<file path="src/gwm_pkg.sv">
`timescale 1ns / 1ps
// Shared types and constants for the grid wall map with pillar check.
// No dependencies; the interfaces, the pillar evaluator and the top level refer to it by scoped names.
package gwm_pkg;

    localparam int REQ_W   = 3;
    localparam int COORD_W = 8;
    localparam int CFG_W   = 7;
    localparam int CFG_IDX_W = 2;
    // Wide enough for a row count of up to 1024 and for a signed row coordinate.
    localparam int LIM_W   = 11;
    localparam int ROW_W   = 12;
    localparam int CNT_W   = 4;
    localparam int PILLAR_LIMIT = 2;
    localparam logic [CFG_W-1:0] CFG_RESET = 7'd64;

    typedef enum logic [REQ_W-1:0] {
        REQ_SET_WALL     = 3'd0,
        REQ_SET_FLOOR    = 3'd1,
        REQ_QUERY_WALL   = 3'd2,
        REQ_QUERY_PILLAR = 3'd3,
        REQ_SCAN         = 3'd4
    } t_req;

    typedef enum logic [CFG_IDX_W-1:0] {
        CFG_ROWS_IN_USE = 2'd0,
        CFG_COLS_IN_USE = 2'd1
    } t_cfg_idx;

    // Which of the three window rows lie inside the active area.
    typedef struct packed {
        logic top_ok;
        logic mid_ok;
        logic bot_ok;
    } t_win_flags;

endpackage

</file>
<file path="src/gwm_if.sv">
`timescale 1ns / 1ps
// Valid/ready channel interfaces for requests and responses.
// Depends on gwm_pkg for the field widths.
interface gwm_req_if;
    logic                                 valid;
    logic                                 ready;
    logic [gwm_pkg::REQ_W-1:0]            req_type;
    logic signed [gwm_pkg::COORD_W-1:0]   x_pos;
    logic signed [gwm_pkg::COORD_W-1:0]   y_pos;

    modport source (output valid, output req_type, output x_pos, output y_pos, input ready);
    modport sink   (input valid, input req_type, input x_pos, input y_pos, output ready);
endinterface

interface gwm_rsp_if;
    logic valid;
    logic ready;
    logic answer;
    logic write_rejected;

    modport source (output valid, output answer, output write_rejected, input ready);
    modport sink   (input valid, input answer, input write_rejected, output ready);
endinterface

</file>
<file path="src/gwm_row_mem.sv">
`timescale 1ns / 1ps
// Row memory of the wall map: one row of cells per word, one write and one read port.
// Read data is registered, so it appears in the cycle after the read request.
module gwm_row_mem #(
    parameter int ROWS = 64,
    parameter int COLS = 64
) (
    input  logic                     i_clk,
    input  logic                     i_we,
    input  logic [$clog2(ROWS)-1:0]  i_waddr,
    input  logic [COLS-1:0]          i_wdata,
    input  logic                     i_re,
    input  logic [$clog2(ROWS)-1:0]  i_raddr,
    output logic [COLS-1:0]          o_rdata
);

    logic [COLS-1:0] r_mem [ROWS];
    logic [COLS-1:0] r_rdata;

    always_ff @(posedge i_clk) begin
        if (i_we) begin
            r_mem[i_waddr] <= i_wdata;
        end
        if (i_re) begin
            r_rdata <= r_mem[i_raddr];
        end
    end

    assign o_rdata = r_rdata;

endmodule

</file>
<file path="src/gwm_pillar_eval.sv">
`timescale 1ns / 1ps
// Pillar test for every column of the middle row of a three-row window.
// Depends on gwm_pkg; cells outside the active area are treated as walls.
module gwm_pillar_eval #(
    parameter int COLS = 64
) (
    input  logic [COLS-1:0]       i_top,
    input  logic [COLS-1:0]       i_mid,
    input  logic [COLS-1:0]       i_bot,
    input  gwm_pkg::t_win_flags   i_flags,
    input  logic [COLS-1:0]       i_col_act,
    output logic [COLS-1:0]       o_pillar
);

    localparam int CW = gwm_pkg::CNT_W;

    // Each row is widened by one wall column on either side.
    logic [COLS+1:0] e_top;
    logic [COLS+1:0] e_mid;
    logic [COLS+1:0] e_bot;

    assign e_top = i_flags.top_ok ? {1'b1, i_top | ~i_col_act, 1'b1} : '1;
    assign e_mid = i_flags.mid_ok ? {1'b1, i_mid | ~i_col_act, 1'b1} : '1;
    assign e_bot = i_flags.bot_ok ? {1'b1, i_bot | ~i_col_act, 1'b1} : '1;

    for (genvar c = 0; c < COLS; c++) begin : g_col
        logic [CW-1:0] nbr_cnt;
        assign nbr_cnt = CW'(e_top[c]) + CW'(e_top[c+1]) + CW'(e_top[c+2])
                       + CW'(e_mid[c]) + CW'(e_mid[c+2])
                       + CW'(e_bot[c]) + CW'(e_bot[c+1]) + CW'(e_bot[c+2]);
        assign o_pillar[c] = e_mid[c+1] && (nbr_cnt < CW'(gwm_pkg::PILLAR_LIMIT));
    end

endmodule

</file>
<file path="src/grid_wall_map_pillar_check_top.sv">
`timescale 1ns / 1ps
// Point requests (set, query wall, query pillar) read rows y-1, y and y+1 from the row
// memory, drain the window and answer from the done state; the next request is taken back in idle.
// A scan streams rows 0 through the active row count (one past the last active row) through
// the same window. Unknown request types go straight to the done state and read no rows.
// After reset the memory is cleared one row per cycle with no request taken; configuration
// writes are taken at all times. Registers reset to 64 by 64.
module grid_wall_map_pillar_check_top #(
    parameter int MAX_ROWS = 64,
    parameter int MAX_COLS = 64
) (
    input  logic                              i_clk,
    input  logic                              i_rst_n,
    gwm_req_if.sink                           i_req,
    gwm_rsp_if.source                         o_rsp,
    input  logic                              i_cfg_we,
    input  logic [gwm_pkg::CFG_IDX_W-1:0]     i_cfg_idx,
    input  logic [gwm_pkg::CFG_W-1:0]         i_cfg_data
);

    localparam int AW  = $clog2(MAX_ROWS);
    localparam int XW  = $clog2(MAX_COLS);
    localparam int LW  = gwm_pkg::LIM_W;
    localparam int RW  = gwm_pkg::ROW_W;
    localparam int CDW = gwm_pkg::COORD_W;

    typedef enum logic [2:0] {
        S_CLEAR, S_IDLE, S_READ, S_DRAIN0, S_DRAIN1, S_DONE
    } t_state;

    t_state                      r_state;
    logic [AW-1:0]               r_clr_addr;
    logic [gwm_pkg::CFG_W-1:0]   r_rows_in_use;
    logic [gwm_pkg::CFG_W-1:0]   r_cols_in_use;
    logic [gwm_pkg::REQ_W-1:0]   r_req;
    logic signed [RW-1:0]        r_x;
    logic signed [RW-1:0]        r_y;
    logic signed [RW-1:0]        r_row;
    logic signed [RW-1:0]        r_end;
    logic                        r_found;
    logic                        r_out_valid;
    logic                        r_answer;
    logic                        r_rej;

    logic                        r_rd_vld;
    logic                        r_rd_ok;
    logic                        r_win_new;
    gwm_pkg::t_win_flags         r_flags;
    logic [MAX_COLS-1:0]         r_top;
    logic [MAX_COLS-1:0]         r_mid;
    logic [MAX_COLS-1:0]         r_bot;

    logic [LW-1:0]               lim_rows;
    logic [LW-1:0]               lim_cols;
    logic [MAX_COLS-1:0]         col_act;
    logic [MAX_COLS-1:0]         pvec;
    logic [MAX_COLS-1:0]         rdata;
    logic [MAX_COLS-1:0]         bit_mask;
    logic [MAX_COLS-1:0]         wdata;
    logic [AW-1:0]               waddr;
    logic                        mem_we;
    logic                        mem_re;
    logic                        issue_ok;
    logic                        pt_in;
    logic                        is_set;
    logic                        in_fire;
    logic                        done_fire;
    logic                        scan_hit;
    logic [XW-1:0]               x_idx;
    logic signed [RW-1:0]        x_ext;
    logic signed [RW-1:0]        y_ext;
    logic                        n_answer;
    logic                        n_rej;

    // Effective area: the registers saturate at the grid size.
    assign lim_rows = (LW'(r_rows_in_use) > LW'(MAX_ROWS)) ? LW'(MAX_ROWS) : LW'(r_rows_in_use);
    assign lim_cols = (LW'(r_cols_in_use) > LW'(MAX_COLS)) ? LW'(MAX_COLS) : LW'(r_cols_in_use);

    for (genvar c = 0; c < MAX_COLS; c++) begin : g_col_act
        assign col_act[c] = LW'(c) < lim_cols;
    end

    assign issue_ok = !r_row[RW-1] && (r_row[LW-1:0] < lim_rows);
    assign pt_in    = !r_x[RW-1] && (r_x[LW-1:0] < lim_cols)
                   && !r_y[RW-1] && (r_y[LW-1:0] < lim_rows);
    assign x_idx    = XW'(r_x[LW-1:0]);
    assign is_set   = (r_req == gwm_pkg::REQ_SET_WALL) || (r_req == gwm_pkg::REQ_SET_FLOOR);

    assign x_ext = {{(RW-CDW){i_req.x_pos[CDW-1]}}, i_req.x_pos};
    assign y_ext = {{(RW-CDW){i_req.y_pos[CDW-1]}}, i_req.y_pos};

    assign i_req.ready = (r_state == S_IDLE);
    assign in_fire     = i_req.valid && i_req.ready;
    assign done_fire   = (r_state == S_DONE) && (!r_out_valid || o_rsp.ready);

    assign o_rsp.valid          = r_out_valid;
    assign o_rsp.answer         = r_answer;
    assign o_rsp.write_rejected = r_rej;

    // Memory ports: the clearing pass and the write-back of a set share the write port.
    assign bit_mask = {{(MAX_COLS-1){1'b0}}, 1'b1} << x_idx;
    assign mem_re   = (r_state == S_READ) && issue_ok;
    assign mem_we   = (r_state == S_CLEAR) || (done_fire && is_set && pt_in);
    assign waddr    = (r_state == S_CLEAR) ? r_clr_addr : AW'(r_y[LW-1:0]);
    always_comb begin
        if (r_state == S_CLEAR) begin
            wdata = '0;
        end else if (r_req == gwm_pkg::REQ_SET_WALL) begin
            wdata = r_mid | bit_mask;
        end else begin
            wdata = r_mid & ~bit_mask;
        end
    end

    gwm_row_mem #(
        .ROWS (MAX_ROWS),
        .COLS (MAX_COLS)
    ) u_mem (
        .i_clk   (i_clk),
        .i_we    (mem_we),
        .i_waddr (waddr),
        .i_wdata (wdata),
        .i_re    (mem_re),
        .i_raddr (AW'(r_row[LW-1:0])),
        .o_rdata (rdata)
    );

    gwm_pillar_eval #(
        .COLS (MAX_COLS)
    ) u_eval (
        .i_top     (r_top),
        .i_mid     (r_mid),
        .i_bot     (r_bot),
        .i_flags   (r_flags),
        .i_col_act (col_act),
        .o_pillar  (pvec)
    );

    assign scan_hit = r_win_new && r_flags.mid_ok && (|pvec);

    always_comb begin
        n_answer = 1'b0;
        n_rej    = 1'b0;
        unique case (r_req)
            gwm_pkg::REQ_SET_WALL,
            gwm_pkg::REQ_SET_FLOOR:    n_rej    = !pt_in;
            gwm_pkg::REQ_QUERY_WALL:   n_answer = pt_in ? r_mid[x_idx] : 1'b1;
            // A cell outside the area always has at least five wall neighbors.
            gwm_pkg::REQ_QUERY_PILLAR: n_answer = pt_in && pvec[x_idx];
            gwm_pkg::REQ_SCAN:         n_answer = r_found;
            default: ;
        endcase
    end

    // Three-row window: each returned row shifts in at the bottom.
    always_ff @(posedge i_clk) begin
        if (!i_rst_n) begin
            r_rd_vld  <= 1'b0;
            r_rd_ok   <= 1'b0;
            r_win_new <= 1'b0;
            r_flags   <= '0;
        end else begin
            r_rd_vld  <= (r_state == S_READ);
            r_rd_ok   <= issue_ok;
            r_win_new <= r_rd_vld;
            if (in_fire) begin
                r_flags <= '0;
            end else if (r_rd_vld) begin
                r_flags <= '{top_ok: r_flags.mid_ok, mid_ok: r_flags.bot_ok, bot_ok: r_rd_ok};
            end
        end
    end

    always_ff @(posedge i_clk) begin
        if (r_rd_vld) begin
            r_top <= r_mid;
            r_mid <= r_bot;
            r_bot <= rdata;
        end
    end

    always_ff @(posedge i_clk) begin
        if (!i_rst_n) begin
            r_state       <= S_CLEAR;
            r_clr_addr    <= '0;
            r_rows_in_use <= gwm_pkg::CFG_RESET;
            r_cols_in_use <= gwm_pkg::CFG_RESET;
            r_out_valid   <= 1'b0;
            r_found       <= 1'b0;
        end else begin
            if (i_cfg_we) begin
                if (i_cfg_idx == gwm_pkg::CFG_ROWS_IN_USE) begin
                    r_rows_in_use <= i_cfg_data;
                end else if (i_cfg_idx == gwm_pkg::CFG_COLS_IN_USE) begin
                    r_cols_in_use <= i_cfg_data;
                end
            end

            r_found <= in_fire ? 1'b0 : (r_found | scan_hit);

            if (done_fire) begin
                r_out_valid <= 1'b1;
                r_answer    <= n_answer;
                r_rej       <= n_rej;
            end else if (o_rsp.ready) begin
                r_out_valid <= 1'b0;
            end

            unique case (r_state)
                S_CLEAR: begin
                    r_clr_addr <= r_clr_addr + AW'(1);
                    if (r_clr_addr == AW'(MAX_ROWS - 1)) begin
                        r_state <= S_IDLE;
                    end
                end
                S_IDLE: begin
                    if (in_fire) begin
                        r_req <= i_req.req_type;
                        r_x   <= x_ext;
                        r_y   <= y_ext;
                        if (i_req.req_type == gwm_pkg::REQ_SCAN) begin
                            r_row   <= '0;
                            r_end   <= {1'b0, lim_rows};
                            r_state <= S_READ;
                        end else if (i_req.req_type <= gwm_pkg::REQ_QUERY_PILLAR) begin
                            r_row   <= y_ext - RW'(1);
                            r_end   <= y_ext + RW'(1);
                            r_state <= S_READ;
                        end else begin
                            r_state <= S_DONE;
                        end
                    end
                end
                S_READ: begin
                    if (r_row == r_end) begin
                        r_state <= S_DRAIN0;
                    end else begin
                        r_row <= r_row + RW'(1);
                    end
                end
                S_DRAIN0: r_state <= S_DRAIN1;
                S_DRAIN1: r_state <= S_DONE;
                S_DONE: begin
                    if (done_fire) begin
                        r_state <= S_IDLE;
                    end
                end
                default: r_state <= S_IDLE;
            endcase
        end
    end

endmodule

</file>
<file path="src/flat_wrapper.sv">
// flat-port wrapper written by rule: the top's interface ports become plain ports
module grid_wall_map_pillar_check_top_flat 
#(
    parameter int MAX_ROWS = 64,
    parameter int MAX_COLS = 64
)
  (i_clk, i_rst_n, i_cfg_we, i_cfg_idx, i_cfg_data, i_req_valid, i_req_req_type, i_req_x_pos, i_req_y_pos, i_req_ready, o_rsp_valid, o_rsp_answer, o_rsp_write_rejected, o_rsp_ready);
  gwm_req_if i_req_i ();
  gwm_rsp_if o_rsp_i ();
  input  logic i_clk;
  input  logic i_rst_n;
  input  logic i_cfg_we;
  input  logic [gwm_pkg::CFG_IDX_W-1:0] i_cfg_idx;
  input  logic [gwm_pkg::CFG_W-1:0] i_cfg_data;
  input wire logic [$bits(i_req_i.valid)-1:0] i_req_valid;
  input wire logic [$bits(i_req_i.req_type)-1:0] i_req_req_type;
  input wire logic [$bits(i_req_i.x_pos)-1:0] i_req_x_pos;
  input wire logic [$bits(i_req_i.y_pos)-1:0] i_req_y_pos;
  output wire logic [$bits(i_req_i.ready)-1:0] i_req_ready;
  output wire logic [$bits(o_rsp_i.valid)-1:0] o_rsp_valid;
  output wire logic [$bits(o_rsp_i.answer)-1:0] o_rsp_answer;
  output wire logic [$bits(o_rsp_i.write_rejected)-1:0] o_rsp_write_rejected;
  input wire logic [$bits(o_rsp_i.ready)-1:0] o_rsp_ready;
  assign i_req_i.valid = i_req_valid;
  assign i_req_i.req_type = i_req_req_type;
  assign i_req_i.x_pos = i_req_x_pos;
  assign i_req_i.y_pos = i_req_y_pos;
  assign i_req_ready = i_req_i.ready;
  assign o_rsp_valid = o_rsp_i.valid;
  assign o_rsp_answer = o_rsp_i.answer;
  assign o_rsp_write_rejected = o_rsp_i.write_rejected;
  assign o_rsp_i.ready = o_rsp_ready;
  grid_wall_map_pillar_check_top #(.MAX_ROWS(MAX_ROWS), .MAX_COLS(MAX_COLS)) u_core (.i_clk(i_clk), .i_rst_n(i_rst_n), .i_req(i_req_i), .o_rsp(o_rsp_i), .i_cfg_we(i_cfg_we), .i_cfg_idx(i_cfg_idx), .i_cfg_data(i_cfg_data));
endmodule
</file>
<file path="config.mk">
export PLATFORM = sky130hd
export DESIGN_NAME = grid_wall_map_pillar_check_top_flat
export DESIGN_NICKNAME = d
export VERILOG_FILES = /design/src/gwm_pkg.sv /design/src/gwm_if.sv /design/src/gwm_row_mem.sv /design/src/gwm_pillar_eval.sv /design/src/grid_wall_map_pillar_check_top.sv /design/src/flat_wrapper.sv
export SDC_FILE = /design/constraint.sdc
export NUM_CORES = 2
export LEC_CHECK = 0
export ABC_CLOCK_PERIOD_IN_PS = 8950
export BUFFER_PORTS_ARGS = -buffer_cell sky130_fd_sc_hd__buf_2
export CORE_UTILIZATION = 39
export DETAILED_ROUTE_END_ITERATION = 6
export PLACE_DENSITY = 0.54
export SETUP_SLACK_MARGIN = 0.02
export SLEW_MARGIN = 20
export SYNTH_ARGS = -nofsm -noshare
export SYNTH_HDL_FRONTEND = slang
export SYNTH_SLANG_ARGS = --single-unit
</file>
<file path="constraint.sdc">
create_clock -name i_clk -period 8.95 [get_ports i_clk]
set_input_delay 0.4475 -clock i_clk [delete_from_list [all_inputs] [get_ports i_clk]]
set_output_delay 0.4475 -clock i_clk [all_outputs]
set_load 0.01 [all_outputs]
</file>
==> impl_metrics.tcl <==
set metrics [dict create \
    detailedRoute.firstIterationViolations 12600 \
    dieArea_um2 468000 \
    globalplace.congestion 0.976 \
    timing.final.crit_period_ps 7060 \
    total_i_o_pin_count 37 \
    top_layer "met5" \
    leakage_dissipation_nw 65.6 \
    number_of_hold_slack_violations_in_the_final_timing_report 0 \
    synth.yosys.seq_area_share 0.730 \
    ys_ff_latch 4425 \
    detail_route.drc_violations 0 \
    ant_nets 0 \
    timing_worst_slew_pin_value_ps 1250 \
    firstDrtPassIters 6 \
    min_period_over_period 0.789 \
    edff_count_synth 4394 \
    fin_worst_setup_slack_ps 1890 \
    layout.cells.non_filler 15300 \
    worst_hold_slack_ps 156 \
    met3_length_um 44800 \
    whs_path_depth 2 \
    timing_max_transition_violations_final 0 \
    area_growth_syn_to_layout_pct 14.1 \
    start_kind "flop" \
    count_of_h_tree_levels_built_during_cts 5 \
    number_of_cts_inserted_buffers 447 \
    final_nets 9169 \
    hold_path_startpoint "i_req_x_pos[4]" \
    port_buffers 36 \
    post_synth_inst_count 8285 \
    grt_pass1_wl_um 788000 \
    ff2ff_setup_slack_ps 1890 \
    die_width_um 684 \
    synth.avg_cell_area_um2 21.9 \
    grt-ovfl-total 0 \
    setup-violations-final 0 \
    grt_max_degree 135 \
    post_synth_top_flop "edfxtp_1" \
    preCtsSetupSlack_ps 2150 \
    yosys_warnings 0 \
    setup_repair_bufs_after_cts 0 \
    cp_max_fo 30 \
    met1Wirelength_um 238000 \
    maxCapViolations 0 \
    max-slew-margin-rel 0.161 \
    ir_worst_vdd_v 0.000158 \
    cts_tree "done" \
    report.power.total_mw 44.1 \
    met2RoutedLength_um 269000 \
    critPathRequiredTime_ps 9790 \
    grt_setup_unrepaired "no" \
    proportion_of_layout_cells_with_a_drive_suffix_above_1 0.286 \
    timing.critical_path.to_type "flop" \
    syn_area_um2 182000 \
    start_util 0.392 \
    num_vias 92100 \
    cp-startpoint "u_core.r_cols_in_use[6]$_SDFFE_PN1P_" \
    globalRouteTotalUtil 0.243 \
    timing.rr.start "u_core.r_cols_in_use[6]$_SDFFE_PN1P_" \
    hold_end "u_core.r_x[4]$_DFFE_PP_" \
    antenna_violations_before_repair 29 \
    path_class_of_the_lowest_slack_min_delay_path "in -> reg" \
    clock-root-buffer "clkbuf_16" \
    finalSetupTns_ps 0 \
    crit-reg2reg-capture "u_core.o_rsp.answer$_DFFE_PP_" \
    dp.final_hpwl_um 319000 \
    pwr_density_cell_nw_per_um2 213 \
    synth.distinct_cells 93 \
    drt-vias-per-instance 6.03 \
    dpl.cell_count 14400 \
    die_h_um 684 \
    achievable-frequency_ghz 0.142 \
    clkSinkCount 4425 \
    synth_async_sr_flop_share 0 \
    routed_wire_length_per_instance_um 37.7 \
    clk_path_buf_depth 4 \
    worstSkewPairLatency_ps 1050 \
    core_um2 464000 \
    via_count_of_the_first_global_routing_pass 93200 \
    worst-setup-path-type "reg -> reg" \
    r2r_depth 17 \
    rows 250 \
    postSynthNetCount 8722 \
    outcome "finished clean" \
    wl_um 576000 \
    crit_arrival_ps 7900 \
    final.setup_skew_ps 65.8 \
    clk_pin_slew_worst_paths_ps 70 \
]
==> area by class of cell <==
type | count | area (µm²)
timing repair buffer | 410 | 4040
inverter | 302 | 1140
clock inverter | 268 | 2410
multi-input combinational | 3146 | 47500
sequential | 4425 | 133000
clock buffer | 542 | 11800
antenna | 6 | 15.0
fill | 38800 | 256000
tap | 6174 | 7720
==> cells in the final DEF (no fill, tap or decap), types with 113 or more instances in the layout <==
cell type  instances
nand2_1          142
fa_1             252
a21oi_1          113
clkbuf_16        456
buf_4            261
inv_1            296
mux4_2          1362
edfxtp_1        4394
nor2_1           138
ha_1             152
==> metrics by stage <==
stage	utilization	area, µm²
CTS	0.447	207000
global route	0.447	207000
global placement	0.415	193000
floorplan	-	182000
finish	0.447	207000
detailed placement	0.416	193000
==> synth_stat cells, types with 29 or more instances <==
library cell  count  area [µm²]
nand2b_1         29         181
or3_1            44         275
edfxtp_1       4394      132000
inv_1           296        1110
dfxtp_1          31         621
clkbuf_1        262         983
o21ai_0          63         315
mux4_2         1362       30700
a21oi_1         113         566
a211oi_1         91         683
or2_2            39         244
nor2b_1          32         200
fa_1            252        5040
nand3b_1         57         428
ha_1            152        1900
nand3_1          41         205
nor2_1          187         702
buf_1           108         405
nor3_1          111         556
nand2_1         142         533
==> per-layer routing <==
metal | vias to the layer above | global-route usage
li1 | 35600 | -
met1 | 51300 | 0.346
met2 | 4366 | 0.383
met3 | 881 | 0.0381
met4 | 4 | 0.0886
met5 | - | 0
==> cell families (layout without fill, tap and decap cells) <==
family	count (synthesis)	in the layout	synth area share
adders and majority gates	404	404	0.0383
other	0	6	0
buffers and inverters	714	1522	0.0153
and+or+nand+nor	830	830	0.0247
xor gates and xnor gates	34	34	0.00164
muxes	1401	1401	0.171
AOI/OAI and AO/OA	477	477	0.0186
DFF	4425	4425	0.730
==> worst max-delay path, stage by stage (launching register included) <==
cell and delay, ps:
dfxtp_2 680, buf_4 420, inv_1 430, a31oi_1 390
or3_1 290, fa_1 470, fa_1 500, inv_1 70
fa_1 490, nor2_1 220, fa_1 470, nor4bb_1 320
nor2_1 70, a311oi_1 700, o22ai_1 190, or4b_1 560
nor4b_1 220, o41ai_2 350
==> state kept, by name, summed over array words and instances (netlist names), 9 cells and up <==
register,cells
u_core.r_row,12
u_core.r_top,64
u_core.r_mid,64
u_core.r_end,9
u_core.u_mem.o_rdata,64
u_core.u_mem.r_mem,4096
u_core.r_bot,64
==> how the worst max path moves through the flow <==
stage,endpoint,depth (start not counted)
2_1_floorplan,u_core.u_mem.r_mem[47][0]$_DFFE_PP_,15
3_3_place_gp,u_core.o_rsp.answer$_DFFE_PP_,18
3_5_place_dp,u_core.o_rsp.answer$_DFFE_PP_,18
4_1_cts,u_core.o_rsp.answer$_DFFE_PP_,17
5_1_grt,u_core.o_rsp.answer$_DFFE_PP_,17
6_report,u_core.o_rsp.answer$_DFFE_PP_,17
==> repair_timing <==
item / CTS / global route
gates resized for setup: 0 / 0
setup endpoints to repair: 0 / 0
hold endpoints to repair: 61 / 0
hold buffers: 37 / 0
==> power breakdown <==
group | total [mW] | switching [mW] | internal, mW | leakage, nW
registers | 23.5 | 0.113 | 23.3 | 41.3
logic | 2.16 | 1.53 | 0.634 | 17.4
clock network | 18.4 | 8.03 | 10.4 | 6.93
Note: power is estimated with default switching activity, not from simulation.
